## src/hw/rtl/vpa_pkg.sv

```systemverilog
// vpa_pkg: shared constants, entry types and state encoding for the
// variable partition allocator. No dependencies.
package vpa_pkg;

  localparam int unsigned FREE_ENTRIES = 16;
  localparam int unsigned USED_ENTRIES = 16;
  localparam int unsigned ADDR_BITS    = 16;
  localparam int unsigned ID_BITS      = 8;

  localparam int unsigned FIDX_W = $clog2(FREE_ENTRIES);
  localparam int unsigned UIDX_W = $clog2(USED_ENTRIES);
  localparam int unsigned FCNT_W = $clog2(FREE_ENTRIES + 1);
  localparam int unsigned UCNT_W = $clog2(USED_ENTRIES + 1);
  localparam int unsigned CNT_W  = (FCNT_W > UCNT_W) ? FCNT_W : UCNT_W;

  // request codes
  localparam logic [1:0] REQ_ADD   = 2'd0;
  localparam logic [1:0] REQ_ALLOC = 2'd1;
  localparam logic [1:0] REQ_FREE  = 2'd2;

  // status codes
  localparam logic [1:0] ST_OK       = 2'd0;
  localparam logic [1:0] ST_NOFIT    = 2'd1;
  localparam logic [1:0] ST_NOTFOUND = 2'd2;
  localparam logic [1:0] ST_FULL     = 2'd3;

  // fit policy codes
  localparam logic [1:0] FIT_FIRST = 2'd0;
  localparam logic [1:0] FIT_NEXT  = 2'd1;
  localparam logic [1:0] FIT_BEST  = 2'd2;

  typedef struct packed {
    logic [ADDR_BITS-1:0] start;
    logic [ADDR_BITS-1:0] len;
  } free_ent_t;

  typedef struct packed {
    logic [ID_BITS-1:0]   owner;
    logic [ADDR_BITS-1:0] start;
    logic [ADDR_BITS-1:0] len;
  } used_ent_t;

  typedef enum logic [3:0] {
    S_IDLE,
    S_POS,
    S_INS_SH,
    S_INS_WR,
    S_FIT,
    S_FREM_SH,
    S_USCAN,
    S_NB,
    S_UREM,
    S_DONE
  } state_e;

endpackage

```

## src/hw/rtl/vpa_ram.sv

```systemverilog
// vpa_ram: generic one-write, one-read synchronous ram with registered
// read data. No dependencies.
module vpa_ram #(
  parameter int unsigned Width = 32,
  parameter int unsigned Depth = 16
) (
  input  logic                     clk_i,
  input  logic                     we_i,
  input  logic [$clog2(Depth)-1:0] waddr_i,
  input  logic [Width-1:0]         wdata_i,
  input  logic [$clog2(Depth)-1:0] raddr_i,
  output logic [Width-1:0]         rdata_o
);

  logic [Width-1:0] mem_q [Depth];
  logic [Width-1:0] rdata_q;

  always_ff @(posedge clk_i) begin
    if (we_i) begin
      mem_q[waddr_i] <= wdata_i;
    end
    rdata_q <= mem_q[raddr_i];
  end

  assign rdata_o = rdata_q;

endmodule

```

## src/hw/rtl/vpa_cfg.sv

```systemverilog
// vpa_cfg: apb register slave holding the fit policy register.
// Depends on vpa_pkg.
module vpa_cfg
  import vpa_pkg::*;
(
  input  logic        clk_i,
  input  logic        rst_ni,
  input  logic        psel,
  input  logic        penable,
  input  logic        pwrite,
  input  logic [2:0]  paddr,
  input  logic [31:0] pwdata,
  output logic [31:0] prdata,
  output logic        pready,
  output logic [1:0]  policy_o
);

  logic [1:0] policy_q, policy_d;
  logic       wr_en;

  // register 0 decodes on the word index bit
  assign wr_en = psel && penable && pwrite && !paddr[2];

  always_comb begin
    policy_d = policy_q;
    if (wr_en) begin
      policy_d = pwdata[1:0];
    end
  end

  always_ff @(posedge clk_i or negedge rst_ni) begin
    if (!rst_ni) begin
      policy_q <= FIT_FIRST;
    end else begin
      policy_q <= policy_d;
    end
  end

  assign prdata   = paddr[2] ? 32'd0 : {30'd0, policy_q};
  assign pready   = 1'b1;
  assign policy_o = policy_q;

endmodule

```

## src/hw/rtl/variable_partition_allocator.sv

```systemverilog
// variable_partition_allocator: top level with the request sequencer and the
// free and allocated region tables. Depends on vpa_pkg, vpa_ram, vpa_cfg.
//
// Usage: drive req_type_i, job_id_i, region_size_i and region_start_i and
// raise start while busy is low; the request transfers at that edge and
// busy rises. Exactly one result follows: done_o is high for one cycle
// with status_o, granted_start_o and granted_length_o, then busy falls.
// The receiver cannot stall; the result must be taken in that cycle.
// Every table pass reads one entry per cycle from its ram through the ram's
// registered read port. Add: a position scan of the free table, a shift of
// up to fc entries and one write. Allocate: a fit scan of the free table
// plus a removal shift when a region is used up. Free: a scan of the
// allocated table, a neighbor scan of the free table, optional insert or
// merge-removal, and a shift of the allocated table. Reset empties both tables
// by clearing their counts; no clearing pass. fit_policy is written over
// apb at address 0 by the user, only while idle; the block never checks it.
module variable_partition_allocator
  import vpa_pkg::*;
(
  input  logic                 clk_i,
  input  logic                 rst_ni,
  input  logic                 start,
  output logic                 busy,
  input  logic [1:0]           req_type_i,
  input  logic [ID_BITS-1:0]   job_id_i,
  input  logic [ADDR_BITS-1:0] region_size_i,
  input  logic [ADDR_BITS-1:0] region_start_i,
  output logic                 done_o,
  output logic [1:0]           status_o,
  output logic [ADDR_BITS-1:0] granted_start_o,
  output logic [ADDR_BITS-1:0] granted_length_o,
  input  logic                 psel,
  input  logic                 penable,
  input  logic                 pwrite,
  input  logic [2:0]           paddr,
  input  logic [31:0]          pwdata,
  output logic [31:0]          prdata,
  output logic                 pready
);

  state_e state_q, state_d;

  logic [1:0]           policy;
  logic [1:0]           req_q, req_d;
  logic [ID_BITS-1:0]   id_q, id_d;
  logic [ADDR_BITS-1:0] size_q, size_d, s_q, s_d;
  logic [FCNT_W-1:0]    fc_q, fc_d, rov_q, rov_d;
  logic [UCNT_W-1:0]    uc_q, uc_d;
  logic [CNT_W-1:0]     ix_q, ix_d, cnt_q, cnt_d, tot_q, tot_d, tag_q, tag_d;
  logic [CNT_W-1:0]     k_q, k_d, n_q, n_d, u_q, u_d;
  logic                 pv_q, pv_d, f1_q, f1_d, f2_q, f2_d;
  logic [ADDR_BITS-1:0] kst_q, kst_d, klen_q, klen_d, nlen_q, nlen_d;
  logic [1:0]           st_q, st_d;
  logic [ADDR_BITS-1:0] gs_q, gs_d, gl_q, gl_d;

  logic                 f_we, u_we;
  logic [FIDX_W-1:0]    f_wa;
  logic [UIDX_W-1:0]    u_wa;
  free_ent_t            f_wd, fd;
  used_ent_t            u_wd, ud;

  logic                 accept, issue, pass_end;
  logic [CNT_W-1:0]     fc_x, uc_x, ix_inc, ix_wrap, pos, base;
  logic [ADDR_BITS-1:0] newlen, end_addr;
  logic                 used_up, both_nb, fit_hit;

  vpa_cfg u_cfg (
    .clk_i    (clk_i),
    .rst_ni   (rst_ni),
    .psel     (psel),
    .penable  (penable),
    .pwrite   (pwrite),
    .paddr    (paddr),
    .pwdata   (pwdata),
    .prdata   (prdata),
    .pready   (pready),
    .policy_o (policy)
  );

  vpa_ram #(.Width($bits(free_ent_t)), .Depth(FREE_ENTRIES)) u_free_ram (
    .clk_i   (clk_i),
    .we_i    (f_we),
    .waddr_i (f_wa),
    .wdata_i (f_wd),
    .raddr_i (ix_q[FIDX_W-1:0]),
    .rdata_o (fd)
  );

  vpa_ram #(.Width($bits(used_ent_t)), .Depth(USED_ENTRIES)) u_used_ram (
    .clk_i   (clk_i),
    .we_i    (u_we),
    .waddr_i (u_wa),
    .wdata_i (u_wd),
    .raddr_i (ix_q[UIDX_W-1:0]),
    .rdata_o (ud)
  );

  assign accept   = start && (state_q == S_IDLE);
  assign fc_x     = CNT_W'(fc_q);
  assign uc_x     = CNT_W'(uc_q);
  assign issue    = cnt_q < tot_q;
  // last read has returned and been processed
  assign pass_end = (cnt_q == tot_q) && !pv_q;
  assign ix_inc   = ix_q + CNT_W'(1);
  assign ix_wrap  = (ix_inc == fc_x) ? '0 : ix_inc;
  assign pos      = f1_q ? k_q : fc_x;
  assign base     = (rov_q < fc_q) ? CNT_W'(rov_q) : '0;
  assign newlen   = klen_q - size_q;
  assign used_up  = (newlen == '0);
  assign end_addr = s_q + size_q;
  assign both_nb  = f1_q && f2_q && (k_q != n_q);
  assign fit_hit  = fd.len >= size_q;

  // next state
  always_comb begin
    state_d = state_q;
    unique case (state_q)
      S_IDLE: begin
        if (accept) begin
          unique case (req_type_i)
            REQ_ADD: begin
              if (region_size_i == '0 || fc_q >= FCNT_W'(FREE_ENTRIES)) begin
                state_d = S_DONE;
              end else begin
                state_d = S_POS;
              end
            end
            REQ_ALLOC: begin
              state_d = (uc_q >= UCNT_W'(USED_ENTRIES)) ? S_DONE : S_FIT;
            end
            REQ_FREE: state_d = S_USCAN;
            default:  state_d = S_DONE;
          endcase
        end
      end
      S_POS:    if (pass_end) state_d = S_INS_SH;
      S_INS_SH: if (pass_end) state_d = S_INS_WR;
      S_INS_WR: state_d = (req_q == REQ_FREE) ? S_UREM : S_DONE;
      S_FIT: begin
        if (pass_end) begin
          state_d = (f1_q && used_up) ? S_FREM_SH : S_DONE;
        end
      end
      S_FREM_SH: begin
        if (pass_end) state_d = (req_q == REQ_ALLOC) ? S_DONE : S_UREM;
      end
      S_USCAN: if (pass_end) state_d = f1_q ? S_NB : S_DONE;
      S_NB: begin
        if (pass_end) begin
          if (both_nb) begin
            state_d = S_FREM_SH;
          end else if (f1_q || f2_q || size_q == '0) begin
            state_d = S_UREM;
          end else if (fc_q >= FCNT_W'(FREE_ENTRIES)) begin
            state_d = S_DONE;
          end else begin
            state_d = S_POS;
          end
        end
      end
      S_UREM:  if (pass_end) state_d = S_DONE;
      S_DONE:  state_d = S_IDLE;
      default: state_d = S_IDLE;
    endcase
  end

  // datapath and table accesses
  always_comb begin
    req_d  = req_q;  id_d   = id_q;   size_d = size_q; s_d    = s_q;
    fc_d   = fc_q;   uc_d   = uc_q;   rov_d  = rov_q;
    ix_d   = ix_q;   cnt_d  = cnt_q;  tot_d  = tot_q;  tag_d  = tag_q;
    k_d    = k_q;    n_d    = n_q;    u_d    = u_q;
    f1_d   = f1_q;   f2_d   = f2_q;   pv_d   = 1'b0;
    kst_d  = kst_q;  klen_d = klen_q; nlen_d = nlen_q;
    st_d   = st_q;   gs_d   = gs_q;   gl_d   = gl_q;
    f_we   = 1'b0;   f_wa   = '0;     f_wd   = '0;
    u_we   = 1'b0;   u_wa   = '0;     u_wd   = '0;

    if (state_q != S_IDLE && state_q != S_DONE && state_q != S_INS_WR && issue) begin
      pv_d  = 1'b1;
      tag_d = ix_q;
      cnt_d = cnt_q + CNT_W'(1);
      case (state_q)
        S_FIT:    ix_d = ix_wrap;
        S_INS_SH: ix_d = ix_q - CNT_W'(1);
        default:  ix_d = ix_inc;
      endcase
    end

    case (state_q)
      S_IDLE: begin
        if (accept) begin
          req_d = req_type_i; id_d = job_id_i;
          size_d = region_size_i; s_d = region_start_i;
          st_d = ST_OK; gs_d = '0; gl_d = '0;
          f1_d = 1'b0; f2_d = 1'b0; cnt_d = '0; ix_d = '0;
          case (req_type_i)
            REQ_ADD: begin
              if (region_size_i == '0) begin
                gs_d = region_start_i;
              end else if (fc_q >= FCNT_W'(FREE_ENTRIES)) begin
                st_d = ST_FULL;
              end else begin
                tot_d = fc_x;
              end
            end
            REQ_ALLOC: begin
              if (uc_q >= UCNT_W'(USED_ENTRIES)) begin
                st_d = ST_FULL;
              end else begin
                // only next fit starts at the roving pointer
                ix_d = (policy == FIT_NEXT) ? base : '0;
                tot_d = fc_x;
              end
            end
            REQ_FREE: tot_d = uc_x;
            default: ;
          endcase
        end
      end
      S_POS: begin
        if (pv_q && !f1_q && fd.start > s_q) begin
          f1_d = 1'b1; k_d = tag_q;
        end
        if (pass_end) begin
          k_d = pos; ix_d = fc_x - CNT_W'(1); cnt_d = '0; tot_d = fc_x - pos;
        end
      end
      S_INS_SH: begin
        if (pv_q) begin
          f_we = 1'b1; f_wa = FIDX_W'(tag_q + CNT_W'(1)); f_wd = fd;
        end
      end
      S_INS_WR: begin
        f_we = 1'b1; f_wa = k_q[FIDX_W-1:0];
        f_wd = '{start: s_q, len: size_q};
        fc_d = fc_q + FCNT_W'(1);
        if (req_q == REQ_ADD) begin
          gs_d = s_q; gl_d = size_q;
        end
        if (req_q == REQ_FREE) begin
          ix_d = u_q + CNT_W'(1); cnt_d = '0; tot_d = uc_x - CNT_W'(1) - u_q;
        end
      end
      S_FIT: begin
        if (pv_q && fit_hit &&
            (!f1_q || (policy == FIT_BEST && fd.len < klen_q))) begin
          f1_d = 1'b1; k_d = tag_q; kst_d = fd.start; klen_d = fd.len;
        end
        if (pass_end) begin
          if (!f1_q) begin
            st_d = ST_NOFIT;
          end else begin
            u_we = 1'b1; u_wa = uc_q[UIDX_W-1:0];
            u_wd = '{owner: id_q, start: kst_q, len: size_q};
            uc_d = uc_q + UCNT_W'(1);
            gs_d = kst_q; gl_d = size_q;
            if (used_up) begin
              ix_d = k_q + CNT_W'(1); cnt_d = '0;
              tot_d = fc_x - CNT_W'(1) - k_q;
              if (policy == FIT_NEXT) rov_d = FCNT_W'(k_q);
            end else begin
              f_we = 1'b1; f_wa = k_q[FIDX_W-1:0];
              f_wd = '{start: kst_q + size_q, len: newlen};
              if (policy == FIT_NEXT) rov_d = FCNT_W'(k_q + CNT_W'(1));
            end
          end
        end
      end
      S_FREM_SH: begin
        if (pv_q) begin
          f_we = 1'b1; f_wa = FIDX_W'(tag_q - CNT_W'(1)); f_wd = fd;
        end
        if (pass_end) begin
          fc_d = fc_q - FCNT_W'(1);
          ix_d = u_q + CNT_W'(1); cnt_d = '0; tot_d = uc_x - CNT_W'(1) - u_q;
        end
      end
      S_USCAN: begin
        if (pv_q && !f1_q && ud.owner == id_q && ud.len == size_q) begin
          f1_d = 1'b1; k_d = tag_q; kst_d = ud.start;
        end
        if (pass_end) begin
          if (!f1_q) begin
            st_d = ST_NOTFOUND;
          end else begin
            u_d = k_q; s_d = kst_q;
            f1_d = 1'b0; f2_d = 1'b0; ix_d = '0; cnt_d = '0; tot_d = fc_x;
          end
        end
      end
      S_NB: begin
        if (pv_q) begin
          if (!f1_q && (fd.start + fd.len) == s_q) begin
            f1_d = 1'b1; k_d = tag_q; kst_d = fd.start; klen_d = fd.len;
          end
          if (!f2_q && fd.start == end_addr) begin
            f2_d = 1'b1; n_d = tag_q; nlen_d = fd.len;
          end
        end
        if (pass_end) begin
          cnt_d = '0;
          // default next pass: drop the allocated entry
          ix_d  = u_q + CNT_W'(1); tot_d = uc_x - CNT_W'(1) - u_q;
          if (both_nb) begin
            f_we = 1'b1; f_wa = k_q[FIDX_W-1:0];
            f_wd = '{start: kst_q, len: klen_q + size_q + nlen_q};
            ix_d = n_q + CNT_W'(1); tot_d = fc_x - CNT_W'(1) - n_q;
          end else if (f1_q) begin
            f_we = 1'b1; f_wa = k_q[FIDX_W-1:0];
            f_wd = '{start: kst_q, len: klen_q + size_q};
          end else if (f2_q) begin
            f_we = 1'b1; f_wa = n_q[FIDX_W-1:0];
            f_wd = '{start: s_q, len: nlen_q + size_q};
          end else if (size_q != '0) begin
            if (fc_q >= FCNT_W'(FREE_ENTRIES)) begin
              st_d = ST_FULL;
            end else begin
              f1_d = 1'b0; ix_d = '0; tot_d = fc_x;
            end
          end
        end
      end
      S_UREM: begin
        if (pv_q) begin
          u_we = 1'b1; u_wa = UIDX_W'(tag_q - CNT_W'(1)); u_wd = ud;
        end
        if (pass_end) begin
          uc_d = uc_q - UCNT_W'(1);
          gs_d = s_q; gl_d = size_q;
        end
      end
      default: ;
    endcase
  end

  always_ff @(posedge clk_i or negedge rst_ni) begin
    if (!rst_ni) begin
      state_q <= S_IDLE;
      fc_q    <= '0;
      uc_q    <= '0;
      rov_q   <= '0;
      pv_q    <= 1'b0;
      cnt_q   <= '0;
      tot_q   <= '0;
      ix_q    <= '0;
      f1_q    <= 1'b0;
      f2_q    <= 1'b0;
    end else begin
      state_q <= state_d;
      fc_q    <= fc_d;
      uc_q    <= uc_d;
      rov_q   <= rov_d;
      pv_q    <= pv_d;
      cnt_q   <= cnt_d;
      tot_q   <= tot_d;
      ix_q    <= ix_d;
      f1_q    <= f1_d;
      f2_q    <= f2_d;
    end
  end

  always_ff @(posedge clk_i) begin
    req_q  <= req_d;  id_q   <= id_d;   size_q <= size_d; s_q <= s_d;
    tag_q  <= tag_d;  k_q    <= k_d;    n_q    <= n_d;    u_q <= u_d;
    kst_q  <= kst_d;  klen_q <= klen_d; nlen_q <= nlen_d;
    st_q   <= st_d;   gs_q   <= gs_d;   gl_q   <= gl_d;
  end

  assign busy             = (state_q != S_IDLE);
  assign done_o           = (state_q == S_DONE);
  assign status_o         = st_q;
  assign granted_start_o  = gs_q;
  assign granted_length_o = gl_q;

  assert property (@(posedge clk_i) disable iff (!rst_ni) done_o |=> !done_o)
    else $error("result strobe longer than one cycle");
  assert property (@(posedge clk_i) disable iff (!rst_ni)
                   fc_q <= FCNT_W'(FREE_ENTRIES) && uc_q <= UCNT_W'(USED_ENTRIES))
    else $error("table count beyond depth");
  assert property (@(posedge clk_i) disable iff (!rst_ni) accept |=> busy)
    else $error("request transfer did not start work");
  assert property (@(posedge clk_i) disable iff (!rst_ni)
                   (state_q == S_IDLE) |-> (fc_q == $past(fc_q) || $past(state_q) != S_IDLE))
    else $error("free count changed while idle");

endmodule

```

## config.mk

```make
export PLATFORM = sky130hd
export DESIGN_NAME = variable_partition_allocator
export DESIGN_NICKNAME = d
export VERILOG_FILES = /design/src/hw/rtl/vpa_pkg.sv /design/src/hw/rtl/vpa_ram.sv /design/src/hw/rtl/vpa_cfg.sv /design/src/hw/rtl/variable_partition_allocator.sv
export SDC_FILE = /design/constraint.sdc
export NUM_CORES = 2
export LEC_CHECK = 0
export ABC_AREA = 1
export ABC_CLOCK_PERIOD_IN_PS = 8400
export BUFFER_PORTS_ARGS = -buffer_cell sky130_fd_sc_hd__buf_2
export CAP_MARGIN = 0
export CORE_MARGIN = 5
export CORE_UTILIZATION = 51
export CTS_BUF_LIST = sky130_fd_sc_hd__clkbuf_4 sky130_fd_sc_hd__clkbuf_8
export DETAILED_ROUTE_END_ITERATION = 16
export PLACE_DENSITY = 0.67
export RECOVER_POWER = 50
export SYNTH_ARGS = -nofsm -noshare
export SYNTH_HDL_FRONTEND = slang
export SYNTH_SLANG_ARGS = --single-unit
```

## constraint.sdc

```tcl
create_clock -name clk_i -period 8.4 [get_ports clk_i]
set_input_delay 0.84 -clock clk_i [delete_from_list [all_inputs] [get_ports clk_i]]
set_output_delay 0.84 -clock clk_i [all_outputs]
set_load 0.05 [all_outputs]
```

==> flow_summary.yaml <==
finish:
  mostFrequentLayoutCells: "edfxtp_1, o21ai_0, nor2_1"
  drive_gt1_frac: 0.0900
  final_area_um2: 71800
  finalNetCount: 6430
  final_common_cell: "edfxtp_1"
  ff_latch_area_um2: 41300
  multi_input_area_um2: 21000
  areaGrowthSynthToFinish_pct: 10.5
  fill_cells: 10600
grt:
  grt_usage: 0.294
  top_usage_layer: "met2"
  grt_overflow: 0
  grt_pass1_wl_um: 296000
  grt_pass1_vias: 45700
  grt_max_degree: 215
  grtUsageMet3: 0.0654
  antenna_found_initial: 7
  met2_usage: 0.448
  use_met1: 0.411
logic_synthesis:
  ys_warn_count: 0
  yosysTopAreaCellShare: 0.599
  syn_area_um2: 65000
  async_flop_share: 0.0277
  synth_top_flop_cell: "edfxtp_1"
  synth_seq_area_share: 0.636
  synthTopCellsByArea: "edfxtp_1, o21ai_0, nor2_1"
  ys_ff_latch: 1407
  synth_edf_count: 1296
  yosysTopAreaCell: "edfxtp_1"
  ys_types: 64
  avgSynthCellArea_um2: 10.8
  postSynthCellCount: 6005
pwr:
  p_leak_nw: 26.0
  power_density_nw_per_um2: 375
  finalPower_mw: 26.9
  ir_worst_vdd_uv: 238
cts:
  cts_buffers: 215
  cts_hold_buf: 0
  insertion_delay_ps: 930
  post_cts_buffers: 0
  cts.path.max_buffers: 3
  cts_resized: 0
  htreeDepth: 4
  ctsRootBufferMaster: "clkbuf_8"
  cts.clk_slew.worst_paths_ps: 60
  cts.sinks: 1407
  tritoncts: "done"
run:
  cap_violations: 15
floorplan:
  ios: 152
  die_x_um: 367
  die_h_um: 367
  start_util: 0.512
  die_area_um2: 135000
  core_region_area_um2: 127000
  num_rows: 131
routing:
  ant_nets: 0
  vias: 48700
  routedWlPerCell_um: 25.5
  routed_via_density: 6.08
  drtIter0Drc: 6149
  drcViolationCount: 0
  drt_pre_antenna_iters: 7
  drt_wl_total_um: 204000
hold_path:
  min_path_type: "in2reg"
critical_path:
  cp-end-kind: "register"
  cp_max_fo: 32
  crit_type: "reg2reg"
  critPathRequiredTime_ps: 8930
  arrival_ps: 7550
  start_kind: "register"
timing:
  tightest_slew_ps: 3150
  min_period_ps: 7020
  fin_skew_ps: 49.1
  finalSetupViolations: 0
  clock.fmax_mhz: 142
  fin_crit_sh: 0.836
  fin_tns_setup_ps: 0
  rsz0062_at_grt: "no"
  max_slew_margin: -1.10
  hold_viol_final: 0
  slew_viol_final: 520
run_status:
  status: "complete, but fails checks"
  violations: "capacitance limit, slew limit"
placement:
  portBuffers: 88
  post-dp-hpwl_um: 127000
  place_area_um2: 67700
  gp_congestion: 1.04
power by group:
group | leakage, nW | switching [mW] | internal [mW]
Sequential | 13.0 | 0.962 | 8.95
Combinational | 10.7 | 7.93 | 3.22
Clock | 2.41 | 2.67 | 3.19
Total | 26.0 | 11.6 | 15.4
per-stage QoR:
step                hold slack, ps  cells  worst slack [ps]   util
global route                  40.1   7997              1440  0.565
detailed placement             523   7591              2750  0.533
CTS                           1.53   7994              2750  0.568
finish                         111   7998              1380  0.565
global placement               516   7591              2850  0.533
floorplan                      424   6034              3830      -
flip-flops by register name (all words and copies together), names as in the netlist, 8 cells and up:
name / count
granted_length_o: 16
granted_start_o: 16
id_q: 8
klen_q: 16
kst_q: 16
nlen_q: 16
s_q: 16
size_q: 16
u_free_ram.mem_q: 512
u_free_ram.rdata_o: 32
u_used_ram.mem_q: 640
u_used_ram.rdata_o: 40
per-layer routing:
layer	up-vias	share of wire
met5	-	0.000093
met4	2	0.045
met3	463	0.11
met2	2666	0.44
met1	23600	0.40
li1	21900	-
cell type report:
type                    instances  share of cell area
clock inverters                74             0.00687
well taps                    1662              0.0290
multi-input cells            3894               0.293
inverters                     397              0.0211
repair buffers                231              0.0184
clock buffers                 329              0.0562
diodes                          4            0.000139
flip-flops and latches       1407               0.576
Yosys cell counts (46+ instances only):
cell	instances
nand2_1	574
ha_1	190
dfxtp_1	72
xor2_1	93
nand4_1	46
o22ai_1	396
clkbuf_1	271
edfxtp_1	1296
o21ai_0	906
nand3_1	199
a21oi_1	200
inv_1	377
nor2_1	922
worst paths after layout:
path                                                start                                end  slack (ps)  cells past startpoint
max in group asynchronous                          rst_ni                  ix_q[0]$_DFF_PN0_        6030                      1
min                                           job_id_i[1]                  id_q[1]$_DFFE_PP_         110                      1
max reg2reg                        state_q[0]$_DFFE_PN0P_  u_used_ram.mem_q[1][22]$_DFFE_PP_        1380                      9
min in group asynchronous                          rst_ni                   f2_q$_DFFE_PN0P_         640                      1
min reg2reg                u_used_ram.rdata_o[27]$_DFF_P_                kst_q[11]$_DFFE_PP_         540                      2
max                                state_q[0]$_DFFE_PN0P_  u_used_ram.mem_q[1][22]$_DFFE_PP_        1380                      9
worst max-delay path, cell delays in order, from the launching register on:
cell	delay, ps
dfrtp_1	410
nor2_1	190
nand2_1	110
nor2_1	730
clkinv_1	740
nor2_1	500
clkbuf_1	1850
o211ai_1	730
nor2_4	650
buf_4	660
cell families after synthesis:
kind of cell	share of synthesized area
fa+ha+maj	0.0400
other cells	0.000116
simple gates	0.117
compound gates	0.144
buf+inv	0.0449
flops	0.636
xor+xnor	0.0182
(Power assumes the default switching activity.)
